<file path="src/lmph_pkg.sv">
// ----------------------------------------------------------------------------
// lmph_pkg: shared types and constants of the peak-hold LED level meter
// Holds the queue item type, the back-end state type, LED level constants
// and the dB-to-segment quantizer.
// ----------------------------------------------------------------------------
package lmph_pkg;

  localparam int ChanW      = 5;
  localparam int LevelW     = 4;
  localparam int SlotFieldW = 3;
  localparam int PressW     = 7;
  localparam int PortW      = 2;
  localparam int KeyW       = 3;
  localparam int CfgW       = 4;
  localparam int DbW        = 17;
  localparam int PairW      = 2 * LevelW;
  localparam int QueueDepth = 2;

  localparam logic [LevelW-1:0] ClipLevel   = 4'd12;
  localparam logic [LevelW-1:0] TopLevel    = 4'd11;
  localparam logic [PressW-1:0] RightFlag   = 7'h10;
  localparam logic [PairW-1:0]  UnknownPair = 8'hFF;
  localparam logic [CfgW-1:0]   PortEnRst   = 4'hF;

  // (dB + 62.5) * 256 offset and one 5 dB segment in 1/256 dB
  localparam int QuantOffset = 16000;
  localparam int QuantStep   = 1280;

  typedef struct packed {
    logic                  is_clear;
    logic [ChanW-1:0]      channel;
    logic [LevelW-1:0]     lvl_l;
    logic [LevelW-1:0]     lvl_r;
    logic [SlotFieldW-1:0] slot;
  } item_t;

  typedef enum logic {
    BK_FETCH,
    BK_UPDATE
  } back_state_e;

  // Map a Q8.8 dB level to segment 0..11, or 12 above 0 dB.
  function automatic logic [LevelW-1:0] quantize(input logic signed [DbW-1:0] x);
    logic signed [DbW:0] t;
    logic [LevelW-1:0]   lvl;
    t   = $signed({x[DbW-1], x}) + $signed((DbW+1)'(QuantOffset));
    lvl = '0;
    if (x > 0) begin
      lvl = ClipLevel;
    end else if (!t[DbW]) begin
      for (int k = 1; k <= int'(TopLevel); k++) begin
        if (t >= $signed((DbW+1)'(k * QuantStep))) begin
          lvl = LevelW'(k);
        end
      end
    end
    return lvl;
  endfunction

endpackage

</file>
<file path="src/lmph_if.sv">
// ----------------------------------------------------------------------------
// lmph_if: valid/ready channels of the level meter
// Sample/command channel into the block and meter message channel out of it.
// ----------------------------------------------------------------------------
interface lmph_in_if;
  logic                                valid;
  logic                                ready;
  logic                                cmd;
  logic [lmph_pkg::ChanW-1:0]          channel;
  logic                                new_poll;
  logic                                track_present;
  logic signed [lmph_pkg::DbW-1:0]     peak_left_db;
  logic signed [lmph_pkg::DbW-1:0]     peak_right_db;

  modport source (
    output valid, cmd, channel, new_poll, track_present, peak_left_db, peak_right_db,
    input  ready
  );
  modport sink (
    input  valid, cmd, channel, new_poll, track_present, peak_left_db, peak_right_db,
    output ready
  );
endinterface

interface lmph_out_if;
  logic                        valid;
  logic                        ready;
  logic [lmph_pkg::PortW-1:0]  port;
  logic [lmph_pkg::KeyW-1:0]   key;
  logic [lmph_pkg::PressW-1:0] pressure;
  logic                        last;

  modport source (
    output valid, port, key, pressure, last,
    input  ready
  );
  modport sink (
    input  valid, port, key, pressure, last,
    output ready
  );
endinterface

</file>
<file path="src/lmph_ram.sv">
// ----------------------------------------------------------------------------
// lmph_ram: generic single-write, single-read RAM
// One write port and one read port with registered read data.
// ----------------------------------------------------------------------------
module lmph_ram #(
  parameter int Width = 8,
  parameter int Depth = 32
) (
  input  logic                     clk_i,
  input  logic                     we_i,
  input  logic [$clog2(Depth)-1:0] waddr_i,
  input  logic [Width-1:0]         wdata_i,
  input  logic                     re_i,
  input  logic [$clog2(Depth)-1:0] raddr_i,
  output logic [Width-1:0]         rdata_o
);

  logic [Width-1:0] mem_q [Depth];
  logic [Width-1:0] rdata_q;

  always_ff @(posedge clk_i) begin
    if (we_i) begin
      mem_q[waddr_i] <= wdata_i;
    end
    if (re_i) begin
      rdata_q <= mem_q[raddr_i];
    end
  end

  assign rdata_o = rdata_q;

endmodule

</file>
<file path="src/lmph_queue.sv">
// ----------------------------------------------------------------------------
// lmph_queue: short FIFO between front and back end
// Decouples classification from the history update so each side stalls alone.
// ----------------------------------------------------------------------------
module lmph_queue #(
  parameter int Width = 8,
  parameter int Depth = 2
) (
  input  logic             clk_i,
  input  logic             rst_ni,
  input  logic             push_i,
  input  logic [Width-1:0] data_i,
  input  logic             pop_i,
  output logic             full_o,
  output logic             empty_o,
  output logic [Width-1:0] data_o
);

  localparam int PtrW = (Depth > 1) ? $clog2(Depth) : 1;
  localparam int CntW = $clog2(Depth + 1);

  logic [Width-1:0] mem_q [Depth];
  logic [PtrW-1:0]  wr_ptr_q, wr_ptr_d, rd_ptr_q, rd_ptr_d;
  logic [CntW-1:0]  cnt_q, cnt_d;

  function automatic logic [PtrW-1:0] ptr_inc(input logic [PtrW-1:0] p);
    return (p == PtrW'(Depth - 1)) ? '0 : p + 1'b1;
  endfunction

  always_comb begin
    wr_ptr_d = push_i ? ptr_inc(wr_ptr_q) : wr_ptr_q;
    rd_ptr_d = pop_i  ? ptr_inc(rd_ptr_q) : rd_ptr_q;
    cnt_d    = cnt_q;
    if (push_i && !pop_i) begin
      cnt_d = cnt_q + 1'b1;
    end else if (pop_i && !push_i) begin
      cnt_d = cnt_q - 1'b1;
    end
  end

  always_ff @(posedge clk_i or negedge rst_ni) begin
    if (!rst_ni) begin
      wr_ptr_q <= '0;
      rd_ptr_q <= '0;
      cnt_q    <= '0;
    end else begin
      wr_ptr_q <= wr_ptr_d;
      rd_ptr_q <= rd_ptr_d;
      cnt_q    <= cnt_d;
    end
  end

  always_ff @(posedge clk_i) begin
    if (push_i) begin
      mem_q[wr_ptr_q] <= data_i;
    end
  end

  assign full_o  = (cnt_q == CntW'(Depth));
  assign empty_o = (cnt_q == '0);
  assign data_o  = mem_q[rd_ptr_q];

endmodule

</file>
<file path="src/lmph_front.sv">
// ----------------------------------------------------------------------------
// lmph_front: intake and classification
// Accept items, advance the history slot, quantize both sides and queue
// samples and clears; drop samples of absent ports.
// ----------------------------------------------------------------------------
module lmph_front #(
  parameter int CHANNELS   = 32,
  parameter int HOLD_POLLS = 3
) (
  input  logic                       clk_i,
  input  logic                       rst_ni,
  lmph_in_if.sink                    in_i,
  input  logic [lmph_pkg::CfgW-1:0]  port_enable_i,
  input  logic                       q_full_i,
  output logic                       q_push_o,
  output lmph_pkg::item_t            q_item_o
);

  localparam int SlotW = (HOLD_POLLS > 1) ? $clog2(HOLD_POLLS) : 1;

  logic [SlotW-1:0] slot_q, slot_d, slot_adv, slot_cur;
  logic             fire, advance, ch_ok, port_en;

  assign in_i.ready = !q_full_i;
  assign fire       = in_i.valid && in_i.ready;
  assign advance    = !in_i.cmd && in_i.new_poll;

  assign slot_adv = (slot_q == SlotW'(HOLD_POLLS - 1)) ? '0 : slot_q + 1'b1;
  assign slot_cur = advance ? slot_adv : slot_q;
  assign slot_d   = (fire && advance) ? slot_adv : slot_q;

  always_ff @(posedge clk_i or negedge rst_ni) begin
    if (!rst_ni) begin
      slot_q <= '0;
    end else begin
      slot_q <= slot_d;
    end
  end

  assign ch_ok   = (int'(in_i.channel) < CHANNELS);
  assign port_en = port_enable_i[in_i.channel[lmph_pkg::ChanW-1 -: lmph_pkg::PortW]];

  // Clears always go through; samples only for present channels.
  assign q_push_o = fire && (in_i.cmd || (ch_ok && port_en));

  always_comb begin
    q_item_o          = '0;
    q_item_o.is_clear = in_i.cmd;
    q_item_o.channel  = in_i.channel;
    q_item_o.slot     = lmph_pkg::SlotFieldW'(slot_cur);
    if (in_i.track_present) begin
      q_item_o.lvl_l = lmph_pkg::quantize(in_i.peak_left_db);
      q_item_o.lvl_r = lmph_pkg::quantize(in_i.peak_right_db);
    end
  end

endmodule

</file>
<file path="src/lmph_back.sv">
// ----------------------------------------------------------------------------
// lmph_back: history update and message issue
// Read the channel's history word, insert the new levels, take the held
// maximum, compare with the last pair sent and issue the message pair.
// ----------------------------------------------------------------------------
module lmph_back #(
  parameter int CHANNELS   = 32,
  parameter int HOLD_POLLS = 3
) (
  input  logic            clk_i,
  input  logic            rst_ni,
  input  logic            empty_i,
  input  lmph_pkg::item_t item_i,
  output logic            pop_o,
  lmph_out_if.source      out_o
);

  localparam int AddrW = $clog2(CHANNELS);
  localparam int LvlW  = lmph_pkg::LevelW;
  localparam int HistW = 2 * HOLD_POLLS * LvlW;
  localparam int WordW = HistW + lmph_pkg::PairW;

  lmph_pkg::back_state_e state_q, state_d;
  lmph_pkg::item_t       cur_q, cur_d;

  logic [CHANNELS-1:0]   vld_q, vld_d;
  logic [AddrW-1:0]      cur_addr;
  logic                  rd_en, wr_en;
  logic [WordW-1:0]      rdata, word, wdata;
  logic [HistW-1:0]      hist_new;
  logic [LvlW-1:0]       mx_l, mx_r, fld;
  logic [lmph_pkg::PairW-1:0] pair;
  logic                  differ, out_free, load;

  logic                  out_vld_q, out_vld_d, out_last_q, out_last_d;
  logic [lmph_pkg::PortW-1:0] out_port_q;
  logic [lmph_pkg::KeyW-1:0]  out_key_q;
  logic [LvlW-1:0]       out_lvl_l_q, out_lvl_r_q;

  assign cur_addr = AddrW'(cur_q.channel);

  lmph_ram #(
    .Width (WordW),
    .Depth (CHANNELS)
  ) u_hist_ram (
    .clk_i   (clk_i),
    .we_i    (wr_en),
    .waddr_i (cur_addr),
    .wdata_i (wdata),
    .re_i    (rd_en),
    .raddr_i (AddrW'(item_i.channel)),
    .rdata_o (rdata)
  );

  // Unwritten entries read as empty history and an unknown pair.
  assign word = vld_q[cur_addr] ? rdata : {lmph_pkg::UnknownPair, HistW'(0)};

  always_comb begin
    hist_new = word[HistW-1:0];
    for (int h = 0; h < HOLD_POLLS; h++) begin
      if (lmph_pkg::SlotFieldW'(h) == cur_q.slot) begin
        hist_new[h*LvlW +: LvlW]                = cur_q.lvl_l;
        hist_new[(HOLD_POLLS + h)*LvlW +: LvlW] = cur_q.lvl_r;
      end
    end
    mx_l = '0;
    mx_r = '0;
    for (int h = 0; h < HOLD_POLLS; h++) begin
      fld = hist_new[h*LvlW +: LvlW];
      if (fld > mx_l) mx_l = fld;
      fld = hist_new[(HOLD_POLLS + h)*LvlW +: LvlW];
      if (fld > mx_r) mx_r = fld;
    end
    pair   = {mx_l, mx_r};
    differ = (pair != word[WordW-1 -: lmph_pkg::PairW]);
    wdata  = {pair, hist_new};
  end

  assign out_free = !out_vld_q || (out_last_q && out_o.ready);

  always_comb begin
    state_d = state_q;
    cur_d   = cur_q;
    vld_d   = vld_q;
    pop_o   = 1'b0;
    rd_en   = 1'b0;
    wr_en   = 1'b0;
    load    = 1'b0;
    case (state_q)
      lmph_pkg::BK_FETCH: begin
        if (!empty_i) begin
          pop_o = 1'b1;
          if (item_i.is_clear) begin
            vld_d = '0;
          end else begin
            rd_en   = 1'b1;
            cur_d   = item_i;
            state_d = lmph_pkg::BK_UPDATE;
          end
        end
      end
      lmph_pkg::BK_UPDATE: begin
        // hold until the message pair has room
        if (!differ || out_free) begin
          wr_en           = 1'b1;
          vld_d[cur_addr] = 1'b1;
          load            = differ;
          state_d         = lmph_pkg::BK_FETCH;
        end
      end
      default: begin
        state_d = lmph_pkg::BK_FETCH;
      end
    endcase
  end

  always_comb begin
    out_vld_d  = out_vld_q;
    out_last_d = out_last_q;
    if (out_vld_q && out_o.ready) begin
      out_last_d = 1'b1;
      out_vld_d  = !out_last_q;
    end
    if (load) begin
      out_vld_d  = 1'b1;
      out_last_d = 1'b0;
    end
  end

  always_ff @(posedge clk_i or negedge rst_ni) begin
    if (!rst_ni) begin
      state_q    <= lmph_pkg::BK_FETCH;
      vld_q      <= '0;
      out_vld_q  <= 1'b0;
      out_last_q <= 1'b0;
    end else begin
      state_q    <= state_d;
      vld_q      <= vld_d;
      out_vld_q  <= out_vld_d;
      out_last_q <= out_last_d;
    end
  end

  always_ff @(posedge clk_i) begin
    cur_q <= cur_d;
    if (load) begin
      out_port_q  <= cur_q.channel[lmph_pkg::ChanW-1 -: lmph_pkg::PortW];
      out_key_q   <= cur_q.channel[lmph_pkg::KeyW-1:0];
      out_lvl_l_q <= mx_l;
      out_lvl_r_q <= mx_r;
    end
  end

  assign out_o.valid    = out_vld_q;
  assign out_o.port     = out_port_q;
  assign out_o.key      = out_key_q;
  assign out_o.last     = out_last_q;
  assign out_o.pressure = out_last_q ? (lmph_pkg::RightFlag | lmph_pkg::PressW'(out_lvl_r_q))
                                     : lmph_pkg::PressW'(out_lvl_l_q);

endmodule

</file>
<file path="src/led_meter_peak_hold_core.sv">
// ----------------------------------------------------------------------------
// led_meter_peak_hold_core: peak-hold LED level meter, top level
// A sample's left message passes the queue, the history read and the output
//   register; the right message is offered from the edge the left is taken.
// Flow: a sample gets a history read, then update and write-back, before the
//   next item is fetched; a clear only the fetch state, an absent port none;
//   intake takes a transaction every cycle while the 2-entry queue has room.
// Reset: port enables all ones, history slot 0, every channel valid bit
//   cleared at once (empty history, unknown last pair); no clearing pass.
// ----------------------------------------------------------------------------
module led_meter_peak_hold_core #(
  parameter int CHANNELS   = 32,
  parameter int HOLD_POLLS = 3
) (
  input  logic                      clk_i,
  input  logic                      rst_ni,
  lmph_in_if.sink                   in_i,
  lmph_out_if.source                out_o,
  input  logic                      cfg_we_i,
  input  logic [lmph_pkg::CfgW-1:0] cfg_wdata_i
);

  // Port enable register; write only while the block is quiet (unchecked).
  logic [lmph_pkg::CfgW-1:0] port_enable_q, port_enable_d;

  assign port_enable_d = cfg_we_i ? cfg_wdata_i : port_enable_q;

  always_ff @(posedge clk_i or negedge rst_ni) begin
    if (!rst_ni) begin
      port_enable_q <= lmph_pkg::PortEnRst;
    end else begin
      port_enable_q <= port_enable_d;
    end
  end

  // Front end: classify each transaction, quantize, track the history slot.
  logic            q_push, q_pop, q_full, q_empty;
  lmph_pkg::item_t q_in_item, q_out_item;

  lmph_front #(
    .CHANNELS   (CHANNELS),
    .HOLD_POLLS (HOLD_POLLS)
  ) u_front (
    .clk_i         (clk_i),
    .rst_ni        (rst_ni),
    .in_i          (in_i),
    .port_enable_i (port_enable_q),
    .q_full_i      (q_full),
    .q_push_o      (q_push),
    .q_item_o      (q_in_item)
  );

  // Queue: let intake run ahead while the back end waits on the output.
  lmph_queue #(
    .Width ($bits(lmph_pkg::item_t)),
    .Depth (lmph_pkg::QueueDepth)
  ) u_queue (
    .clk_i   (clk_i),
    .rst_ni  (rst_ni),
    .push_i  (q_push),
    .data_i  (q_in_item),
    .pop_i   (q_pop),
    .full_o  (q_full),
    .empty_o (q_empty),
    .data_o  (q_out_item)
  );

  // Back end: update history, hold the peak, issue the message pair.
  lmph_back #(
    .CHANNELS   (CHANNELS),
    .HOLD_POLLS (HOLD_POLLS)
  ) u_back (
    .clk_i   (clk_i),
    .rst_ni  (rst_ni),
    .empty_i (q_empty),
    .item_i  (q_out_item),
    .pop_o   (q_pop),
    .out_o   (out_o)
  );

  // A shown level never exceeds the clip segment.
  ap_level_range: assert property (@(posedge clk_i) disable iff (!rst_ni)
    out_o.valid |-> (out_o.pressure[lmph_pkg::LevelW-1:0] <= lmph_pkg::ClipLevel))
    else $error("meter level above clip segment");

  // A taken left message is followed by the right one of the same channel.
  ap_pair_follows: assert property (@(posedge clk_i) disable iff (!rst_ni)
    out_o.valid && out_o.ready && !out_o.last |=>
      out_o.valid && out_o.last && $stable(out_o.port) && $stable(out_o.key))
    else $error("right message does not follow left message");

  // A new message pair always opens with the left side.
  ap_pair_opens_left: assert property (@(posedge clk_i) disable iff (!rst_ni)
    $rose(out_o.valid) |-> !out_o.last)
    else $error("message pair opens with right side");

  // The queue is pushed while full only if it is popped in the same cycle.
  ap_queue_no_overflow: assert property (@(posedge clk_i) disable iff (!rst_ni)
    q_push |-> !q_full || q_pop)
    else $error("queue overflow");

endmodule

</file>
<file path="src/flat_wrapper.sv">
// flat-port wrapper written by rule: the top's interface ports become plain ports
module led_meter_peak_hold_core_flat 
#(
  parameter int CHANNELS   = 32,
  parameter int HOLD_POLLS = 3
)
  (clk_i, rst_ni, cfg_we_i, cfg_wdata_i, in_i_valid, in_i_cmd, in_i_channel, in_i_new_poll, in_i_track_present, in_i_peak_left_db, in_i_peak_right_db, in_i_ready, out_o_valid, out_o_port, out_o_key, out_o_pressure, out_o_last, out_o_ready);
  lmph_in_if in_i_i ();
  lmph_out_if out_o_i ();
  input  logic clk_i;
  input  logic rst_ni;
  input  logic cfg_we_i;
  input  logic [lmph_pkg::CfgW-1:0] cfg_wdata_i;
  input wire logic [$bits(in_i_i.valid)-1:0] in_i_valid;
  input wire logic [$bits(in_i_i.cmd)-1:0] in_i_cmd;
  input wire logic [$bits(in_i_i.channel)-1:0] in_i_channel;
  input wire logic [$bits(in_i_i.new_poll)-1:0] in_i_new_poll;
  input wire logic [$bits(in_i_i.track_present)-1:0] in_i_track_present;
  input wire logic [$bits(in_i_i.peak_left_db)-1:0] in_i_peak_left_db;
  input wire logic [$bits(in_i_i.peak_right_db)-1:0] in_i_peak_right_db;
  output wire logic [$bits(in_i_i.ready)-1:0] in_i_ready;
  output wire logic [$bits(out_o_i.valid)-1:0] out_o_valid;
  output wire logic [$bits(out_o_i.port)-1:0] out_o_port;
  output wire logic [$bits(out_o_i.key)-1:0] out_o_key;
  output wire logic [$bits(out_o_i.pressure)-1:0] out_o_pressure;
  output wire logic [$bits(out_o_i.last)-1:0] out_o_last;
  input wire logic [$bits(out_o_i.ready)-1:0] out_o_ready;
  assign in_i_i.valid = in_i_valid;
  assign in_i_i.cmd = in_i_cmd;
  assign in_i_i.channel = in_i_channel;
  assign in_i_i.new_poll = in_i_new_poll;
  assign in_i_i.track_present = in_i_track_present;
  assign in_i_i.peak_left_db = in_i_peak_left_db;
  assign in_i_i.peak_right_db = in_i_peak_right_db;
  assign in_i_ready = in_i_i.ready;
  assign out_o_valid = out_o_i.valid;
  assign out_o_port = out_o_i.port;
  assign out_o_key = out_o_i.key;
  assign out_o_pressure = out_o_i.pressure;
  assign out_o_last = out_o_i.last;
  assign out_o_i.ready = out_o_ready;
  led_meter_peak_hold_core #(.CHANNELS(CHANNELS), .HOLD_POLLS(HOLD_POLLS)) u_core (.clk_i(clk_i), .rst_ni(rst_ni), .in_i(in_i_i), .out_o(out_o_i), .cfg_we_i(cfg_we_i), .cfg_wdata_i(cfg_wdata_i));
endmodule
</file>
<file path="config.mk">
export PLATFORM = sky130hd
export DESIGN_NAME = led_meter_peak_hold_core_flat
export DESIGN_NICKNAME = d
export VERILOG_FILES = /design/src/lmph_pkg.sv /design/src/lmph_if.sv /design/src/lmph_ram.sv /design/src/lmph_queue.sv /design/src/lmph_front.sv /design/src/lmph_back.sv /design/src/led_meter_peak_hold_core.sv /design/src/flat_wrapper.sv
export SDC_FILE = /design/constraint.sdc
export NUM_CORES = 2
export LEC_CHECK = 0
export BUFFER_PORTS_ARGS = -buffer_cell sky130_fd_sc_hd__buf_2
export CELL_PAD_IN_SITES_DETAIL_PLACEMENT = 1
export CELL_PAD_IN_SITES_GLOBAL_PLACEMENT = 1
export CORE_MARGIN = 2
export CORE_UTILIZATION = 50
export DETAILED_ROUTE_END_ITERATION = 8
export PLACE_DENSITY = 0.78
export SYNTH_ARGS = -nofsm -noshare
export SYNTH_HDL_FRONTEND = slang
export SYNTH_SLANG_ARGS = --single-unit
export TNS_END_PERCENT = 10
</file>
<file path="constraint.sdc">
create_clock -name clk_i -period 11.01 [get_ports clk_i]
set_input_delay 1.101 -clock clk_i [delete_from_list [all_inputs] [get_ports clk_i]]
set_output_delay 1.101 -clock clk_i [all_outputs]
set_load 0.03 [all_outputs]
</file>
**Word level (Yosys, flattened, before mapping)**

Memories as Yosys holds them, arrays and structs flattened. A register that Yosys moved wholly into a read port is not among the register bits.
Cells that the tools add are included.

- Register bits: 74
- RAM bits: 1056
- Input bits: 51
- Output and inout port bits: 15
- Word-level logic and storage cells: 172
- Memories kept: 2

- Add/subtract/negate cells: 7
- $lt $le $gt $ge: 33
- Eq/ne operators: 8
- Muxes and demuxes: 76
- Bitwise logic cells: 4
- Reduce and logical (&&, ||, !) cells: 25

Memory list:

| name | words | width | read ports | clocked after memory_dff | wr ports | RTL line | source |
|---|---|---|---|---|---|---|---|
| u_core.u_back.u_hist_ram.mem_q | 32 | 32 | 1 | 1 | 1 | lmph_ram.sv:18 | `logic [Width-1:0] mem_q [Depth];` |
| u_core.u_queue.mem_q | 2 | 16 | 1 | 0 | 1 | lmph_queue.sv:22 | `logic [Width-1:0] mem_q [Depth];` |

Operators with widths:

| operator | count |
|---|---|
| >= comparator 18 x 15 -> 1 bit (second input constant) | 10 |
| two-way mux 4 bit | 36 |
| two-way mux 32 bit | 4 |
| >= comparator 18 x 14 -> 1 bit (second input constant) | 6 |
| >= comparator 18 x 13 -> 1 bit (second input constant) | 4 |
| one-hot mux 32 bit (2 select lines) | 1 |
| adder 17 x 15 -> 18 bit (second input constant) | 2 |
| >= comparator 18 x 12 -> 1 bit (second input constant) | 2 |
| > comparator 17 x 1 -> 1 bit (second input constant) | 2 |
| bitwise OR 32 bit | 1 |
| two-way mux 1 bit | 25 |
| > comparator 4 bit | 4 |
| logical AND 1 bit | 9 |
| > comparator 4 x 1 -> 1 bit (second input constant) | 2 |
| two-way mux 2 bit | 4 |
| two-way mux 8 bit | 1 |
| inequality test 8 bit | 1 |
| logical NOT 1 bit | 7 |
| < comparator 5 x 6 -> 1 bit (second input constant) | 1 |
| AND reduction 3 bit | 2 |
| binary-select mux 1 bit (select 5 bit) | 1 |
| demux 1 bit (select 5 bit) | 1 |
| >= comparator 5 x 1 -> 1 bit (second input constant) | 1 |
| two-way mux 5 bit | 1 |
| other kinds (16) | 25 |

**Longest topological paths before layout**

- Depth in word-level cells: 17
- Depth in mapped cells: 32

**By module**

Synthesis repeated with hierarchy kept, for this count alone.

- Cell total of the unflattened synthesis: 3087
- Area, all modules: 48466.5 sq um

Modules (own cells, without submodules):

| module | instances | cells each | area an instance (sq um) | sequential area each (sq um) |
|---|---|---|---|---|
| lmph_ram | 1 | 2260 | 40805.4 | 31710.4 |
| lmph_back | 1 | 516 | 4523.1 | 1746.7 |
| lmph_front | 1 | 234 | 1524.0 | 50.0 |
| lmph_queue | 1 | 69 | 1463.9 | 1121.1 |
| led_meter_peak_hold_core | 1 | 8 | 150.1 | 105.1 |

**Worst setup path after synthesis**

OpenSTA, ideal clock, no wires.

- Kind: reg-to-reg
- Start: register u_core.u_back.cur_q, in the netlist u_core.u_back.cur_addr[4]
- End: memory u_core.u_back.u_hist_ram.mem_q[29][0] in the netlist's numbering, enable pin
- Library setup time: 0.421 ns
- Arrival: 9.308 ns
- Data required time: 10.589 ns
- Slack: 1.281 ns
- Stages on the path, launching flop included: 30
- Clock period less this slack: 9.729 ns
- Cell sequence: edfxtp_1 buf_2 or3b_1 o2111a_1 o2111a_2 buf_4 buf_2 clkbuf_1 clkbuf_1 o31ai_1 ha_1 a211o_1 o211a_1 clkbuf_1 xnor2_1 nand2_1 nand2_1 o21ai_0 ha_1 a21oi_1 o21ai_0 and2_1 clkbuf_1 a22o_1 a2bb2oi_1 o2111ai_1 o31a_1 buf_6 buf_6 nor2_1

- Elaborated cells between the ends (all ways): 28
- Classes of those cells: 6 x order compare; 1 x eq/ne; 19 x mux; 2 x reduce/logical

RTL lines:

| element | RTL line | source |
|---|---|---|
| start, declared | lmph_back.sv:24 | `lmph_pkg::item_t cur_q, cur_d;` |
| start signal, assigned | lmph_back.sv:145 | `cur_q <= cur_d;` |
| binary-select mux 1 bit (select 5 bit) (*) | lmph_back.sv:56 | `assign word = vld_q[cur_addr] ? rdata : {lmph_pkg::UnknownPair, HistW'(0)};` |
| two-way mux 1 bit (implied by the code) (*) | lmph_back.sv:56 |  |
| two-way mux 32 bit (*) | lmph_back.sv:56 |  |
| two-way mux 4 bit (*) | lmph_back.sv:61 | `if (lmph_pkg::SlotFieldW'(h) == cur_q.slot) begin` |
| net u_core.u_back.hist_new[6] | lmph_back.sv:30 | `logic [HistW-1:0] hist_new;` |
| > comparator 4 bit | lmph_back.sv:70 | `if (fld > mx_l) mx_l = fld;` |
| two-way mux 4 bit (*) | lmph_back.sv:70 |  |
| > comparator 4 bit | lmph_back.sv:70 |  |
| two-way mux 4 bit (*) | lmph_back.sv:70 |  |
| net u_core.u_back.mx_l[3] | lmph_back.sv:31 | `logic [LvlW-1:0] mx_l, mx_r, fld;` |
| inequality test 8 bit (*) | lmph_back.sv:75 | `differ = (pair != word[WordW-1 -: lmph_pkg::PairW]);` |
| logical NOT 1 bit (*) | lmph_back.sv:104 | `if (!differ \|\| out_free) begin` |
| logical OR 1 bit (*) | lmph_back.sv:104 |  |
| two-way mux 1 bit (*) | lmph_back.sv:104 |  |
| two-way mux 1 bit (*) | lmph_back.sv:89 | `case (state_q)` |
| two-way mux 1 bit (*) | lmph_ram.sv:22 | `if (we_i) begin` |
| two-way mux 1 bit (implied by the code) (*) | lmph_ram.sv:23 | `mem_q[waddr_i] <= wdata_i;` |
| end, declared | lmph_ram.sv:18 |  |

Mark *: on every way through the listed nets, which the timed path passes. The rest lies on a longest branch. The select of a mux whose other input is x is not followed.

**Worst setup path in the final report**

- Start: register u_core.u_back.cur_q, in the netlist u_core.u_back.cur_addr[1]
- End: memory u_core.u_back.u_hist_ram.mem_q[13][21] in the netlist's numbering, enable pin

- Elaborated cells between the ends (all ways): 28
- Classes of those cells: 6 x order compare; 1 x eq/ne; 19 x mux; 2 x reduce/logical

RTL lines:

| element | RTL line | source |
|---|---|---|
| binary-select mux 1 bit (select 5 bit) (*) | lmph_back.sv:56 |  |
| two-way mux 1 bit (implied by the code) (*) | lmph_back.sv:56 |  |
| two-way mux 32 bit (*) | lmph_back.sv:56 |  |
| two-way mux 4 bit (*) | lmph_back.sv:61 |  |
| net u_core.u_back.hist_new[17] | lmph_back.sv:30 |  |
| > comparator 4 bit | lmph_back.sv:72 | `if (fld > mx_r) mx_r = fld;` |
| two-way mux 4 bit (*) | lmph_back.sv:72 |  |
| > comparator 4 bit | lmph_back.sv:72 |  |
| two-way mux 4 bit (*) | lmph_back.sv:72 |  |
| inequality test 8 bit (*) | lmph_back.sv:75 |  |
| logical NOT 1 bit (*) | lmph_back.sv:104 |  |
| logical OR 1 bit (*) | lmph_back.sv:104 |  |
| two-way mux 1 bit (*) | lmph_back.sv:104 |  |
| two-way mux 1 bit (*) | lmph_back.sv:89 |  |
| two-way mux 1 bit (*) | lmph_ram.sv:22 |  |
| two-way mux 1 bit (implied by the code) (*) | lmph_ram.sv:23 |  |

Marked as above.

==> impl_metrics.toml <==
[routing]
wirelength_microns = 149000
antenna_left = 0
routed_via_density = 6.30
firstDrtPassIters = 6
dr.first_iter.drc_count = 3618
vias = 33400
wl_per_cell_microns = 28.2
drc = 0

[logic_synthesis]
synth-main-ff-cell = "edfxtp_1"
synth_seq_area_share = 0.715
synth-edff-count = 1116
syn_area_sq_um = 48400
avgSynthCellArea_sq_um = 12.4
async_flop_share = 0.0388
synth-warning-count = 0
ys_types = 73
synth-seq-cells = 1161
syn-instance-count = 3908

[clocking]
post_cts_buffers = 0
cts-resized-gates = 0
path_clk_slew_ns = 0.06
cts.sinks = 1161
worstSkewPairLatency_ns = 0.73
cts_max_level = 3
cts_hold_buf = 0
cts_tree = "built"
cts-root-buf = "clkbuf_16"
cts_buffers = 116
clockBufferDepth = 3

[final_layout]
syn_to_final_growth_pct = 11.9
final_core_util = 0.562
layout-drive-gt1-share = 0.111
nNetsFinal = 3992
antenna_cells = 0
postLayoutCellArea_sq_um = 54200

[critical_path]
critical_path_class = "register to register"
crit_path_max_incr_delay_ns = 0.95
critPathArrivalTime_ns = 9.79
critPathTopFamily = "compound AO/OA/AOI/OAI gates"
r2r_setup_slack_ns = 1.60
crit_top_cell = "buf_4"
crit_path_max_fanout = 33
r2r-start = "u_core.u_back.cur_addr[1]"
critPathCaptureType = "register"
rr_endpoint = "u_core.u_back.u_hist_ram.mem_q[13][21]"
cp_num_buf_inv = 4
cp_slowest_cell = "edfxtp_1"
critPathRequiredTime_ns = 11.39
start_kind = "register"
rr_worst_depth = 26

[place]
hpwlAfterDp_microns = 85000
gp_congestion = 0.892
place_area_sq_um = 50600
pre_cts_ws_ns = 1.62
port_buffers = 63

[timing]
clock.fmax_mhz = 106
min_period_over_period = 0.854
timing.final.ws_setup_ns = 1.60
rsz0062_at_grt = "false"
min_period_ns = 9.41
slew-limit-headroom = 0.0591
finClkSkew_ns = 0.0333
fin_tns_setup_ns = 0
drv_slew = 0
finalSetupViolations = 0
tightest_slew_ns = 1.41
hold_viol_final = 0

[pwr]
ir_drop_mv = 0.484
finalPower_mw = 17.7
power.share.clock = 0.217
p_leak_nw = 19.1
p_switching_mw = 7.23
netSwitchingFraction = 0.408
power_frac_seq = 0.392
combPwrFrac = 0.391
powerDensity_nw_per_um2 = 327
power.internal_mw = 10.5

[min_path]
hold_path.class = "register to register"
hold_end = "u_core.u_back.vld_q[11]"
min_from = "u_core.u_back.vld_q[11]"
whs_path_depth = 2

[outcome]
status = "finished, final reports clean"

[floorplanning]
chipHeight_microns = 315
die-area_sq_um = 99400
row_count = 114
core_sq_um = 96400
io_pins = 66
die_w_microns = 315
start_util = 0.502

[global_route]
grt_pass1_wl_microns = 223000
antenna_found_initial = 5
grt_pass1_vias = 35200
grtUsageTotal = 0.300
overflow = 0
grt_max_degree = 156

[flow_run]
max_cap_viol_count = 0
## kinds of logic after synthesis
logic type / share of synthesized area
AND/OR/NAND/NOR: 0.170
flip-flops: 0.715
AO/OA/AOI/OAI: 0.0681
buffers and inverters: 0.0240
multiplexers: 0.0127
XOR/XNOR: 0.00488
adder cells (fa/ha/maj): 0.00511
other: 0.0000774
## synth_stat cells, drive strengths merged, types with 4 or more instances
library cell  instances  share of area
nand2              1176          0.091
edfxtp             1116           0.69
nand3               523          0.054
clkbuf              227          0.018
a311oi              161          0.029
nor2                 78         0.0060
o21ai                77          0.010
and3                 68         0.0088
a21oi                43         0.0044
dfrtp                41          0.021
a31oi                39         0.0050
a21o                 34         0.0053
buf                  31         0.0040
mux2                 31         0.0072
inv                  30         0.0023
mux2i                20         0.0041
ha                   19         0.0049
xnor2                15         0.0027
nor3                 14         0.0015
o21a                 14         0.0022
xor2                 12         0.0022
and2                 11         0.0014
nor2b                11         0.0014
nand4                 8         0.0010
o211ai                8         0.0012
nand2b                7        0.00090
o22ai                 7        0.00090
a22oi                 5        0.00077
o2111ai               5        0.00090
o31ai                 5        0.00077
a211o                 4        0.00072
a211oi                4        0.00072
a22o                  4        0.00072
a32oi                 4        0.00072
dfstp                 4         0.0022
nor4                  4        0.00052
or4                   4        0.00062
## worst register-to-register path, cell delays in order, from the launching register on
cell       delay, ns
edfxtp_1        0.95
mux2_1          0.40
a22o_1          0.26
a2111oi_2       0.34
o2111a_2        0.70
o21ai_2         0.53
ha_1            0.49
nand2_1         0.07
o21ai_0         0.41
nand2_1         0.23
a21oi_1         0.25
a2bb2oi_1       0.31
inv_1           0.14
ha_1            0.30
nor2b_1         0.14
o211ai_1        0.21
a21boi_1        0.10
buf_4           0.21
a32oi_1         0.17
o31ai_1         0.10
a211oi_1        0.31
a21oi_1         0.12
a211o_1         0.34
o31a_2          0.43
buf_4           0.30
nor2_4          0.79
buf_4           0.44
## power groups by stage
stage                     combinational, mW  sequential, mW  clock [mW]
after floorplan                        4.01            6.93           0
after global placement                 6.53            7.00           0
after detailed placement               6.77            7.01           0
after CTS                              6.82            6.93        3.88
after global routing                   7.38            6.96        4.03
final                                  6.92            6.94        3.85
## per-stage QoR
stage	std cells	hold slack (ns)
after floorplan	3909	0.421
after global placement	5079	0.458
after detailed placement	5079	0.468
after CTS	5294	0.482
after global routing	5295	0.506
final	5295	0.485
## how the worst max path moves through the flow
stage,from,end,slack (ns),depth (start not counted)
6_report,u_core.u_back.cur_addr[1],u_core.u_back.u_hist_ram.mem_q[13][21],1.60,26
5_1_grt,u_core.u_back.cur_addr[1],u_core.u_back.u_hist_ram.mem_q[13][22],1.00,26
4_1_cts,u_core.u_back.cur_addr[1],u_core.u_back.u_hist_ram.mem_q[18][21],1.62,25
3_5_place_dp,u_core.u_back.cur_addr[1],u_core.u_back.u_hist_ram.mem_q[18][7],1.62,25
3_3_place_gp,u_core.u_back.cur_addr[1],u_core.u_back.u_hist_ram.mem_q[18][19],1.88,21
2_1_floorplan,u_core.u_back.cur_addr[4],u_core.u_back.u_hist_ram.mem_q[29][0],1.28,29
## sequential cells by signal (all words and copies together) (netlist names)
register and count:
u_core.u_queue.rd_ptr_q 1, u_core.u_queue.cnt_q 2, u_core.u_front.slot_q 2, u_core.u_back.state_q 1
u_core.u_back.out_o.last 1, u_core.u_back.vld_q 32, u_core.u_back.cur_q 10, u_core.u_queue.mem_q 32
u_core.u_back.out_lvl_r_q 4, u_core.u_queue.wr_ptr_q 1, u_core.u_back.u_hist_ram.mem_q 1024, u_core.u_back.out_o.key 3
u_core.u_back.out_lvl_l_q 4, u_core.u_back.out_o.port 2, u_core.u_back.out_o.valid 1, u_core.u_back.cur_addr 5
u_core.u_back.u_hist_ram.rdata_o 32, u_core.port_enable_q 4
## placed cells by master, fill, tap and decap left out, types with 6 or more instances in the layout
cell type  Yosys  final
a21oi_1       43     43
edfxtp_1    1116   1116
nor2b_1       11     11
nor2_1        78     44
nand2b_1       7      7
nand2_1     1176   1176
o21ai_2       29     36
nand4_1        8      8
clkinv_1       2     29
nor3_1        13     13
a311oi_1     161    161
a31oi_1       39     39
buf_12         0     10
o22ai_1        7      6
dfrtp_1       41     41
clkinv_2       0     19
o21ai_4        0      8
buf_4          5     80
xor2_1        12     12
a21o_1        34     34
and2_1        11     11
o21ai_0       47     32
nor2_4         0     33
inv_1         29     28
ha_1          19     19
clkbuf_1     226     29
clkbuf_16      0    119
o21a_1        14     14
o211ai_1       8      8
buf_2          3     63
and3_1        68     68
nand3_1      523    523
xnor2_1       15     15
mux2i_1       20     15
mux2_2        30     30
## metal layers
layer / vias to the layer above / track usage / part of all wire
li1: 14400 / - / -
met1: 17200 / 0.392 / 0.39
met2: 1413 / 0.505 / 0.49
met5: - / 0 / 0.00021
met4: 6 / 0.124 / 0.043
met3: 325 / 0.0448 / 0.070
## final cells by class
type / count / area, sq um
fill: 9587 / 42200
tap: 1276 / 1600
clock inverter: 63 / 495
clock buffer: 152 / 3140
inverter: 32 / 136
multi-input combinational: 2458 / 13100
sequential: 1161 / 34600
timing repair buffer: 153 / 1120
No activity file was read; power rests on OpenSTA's default activity.
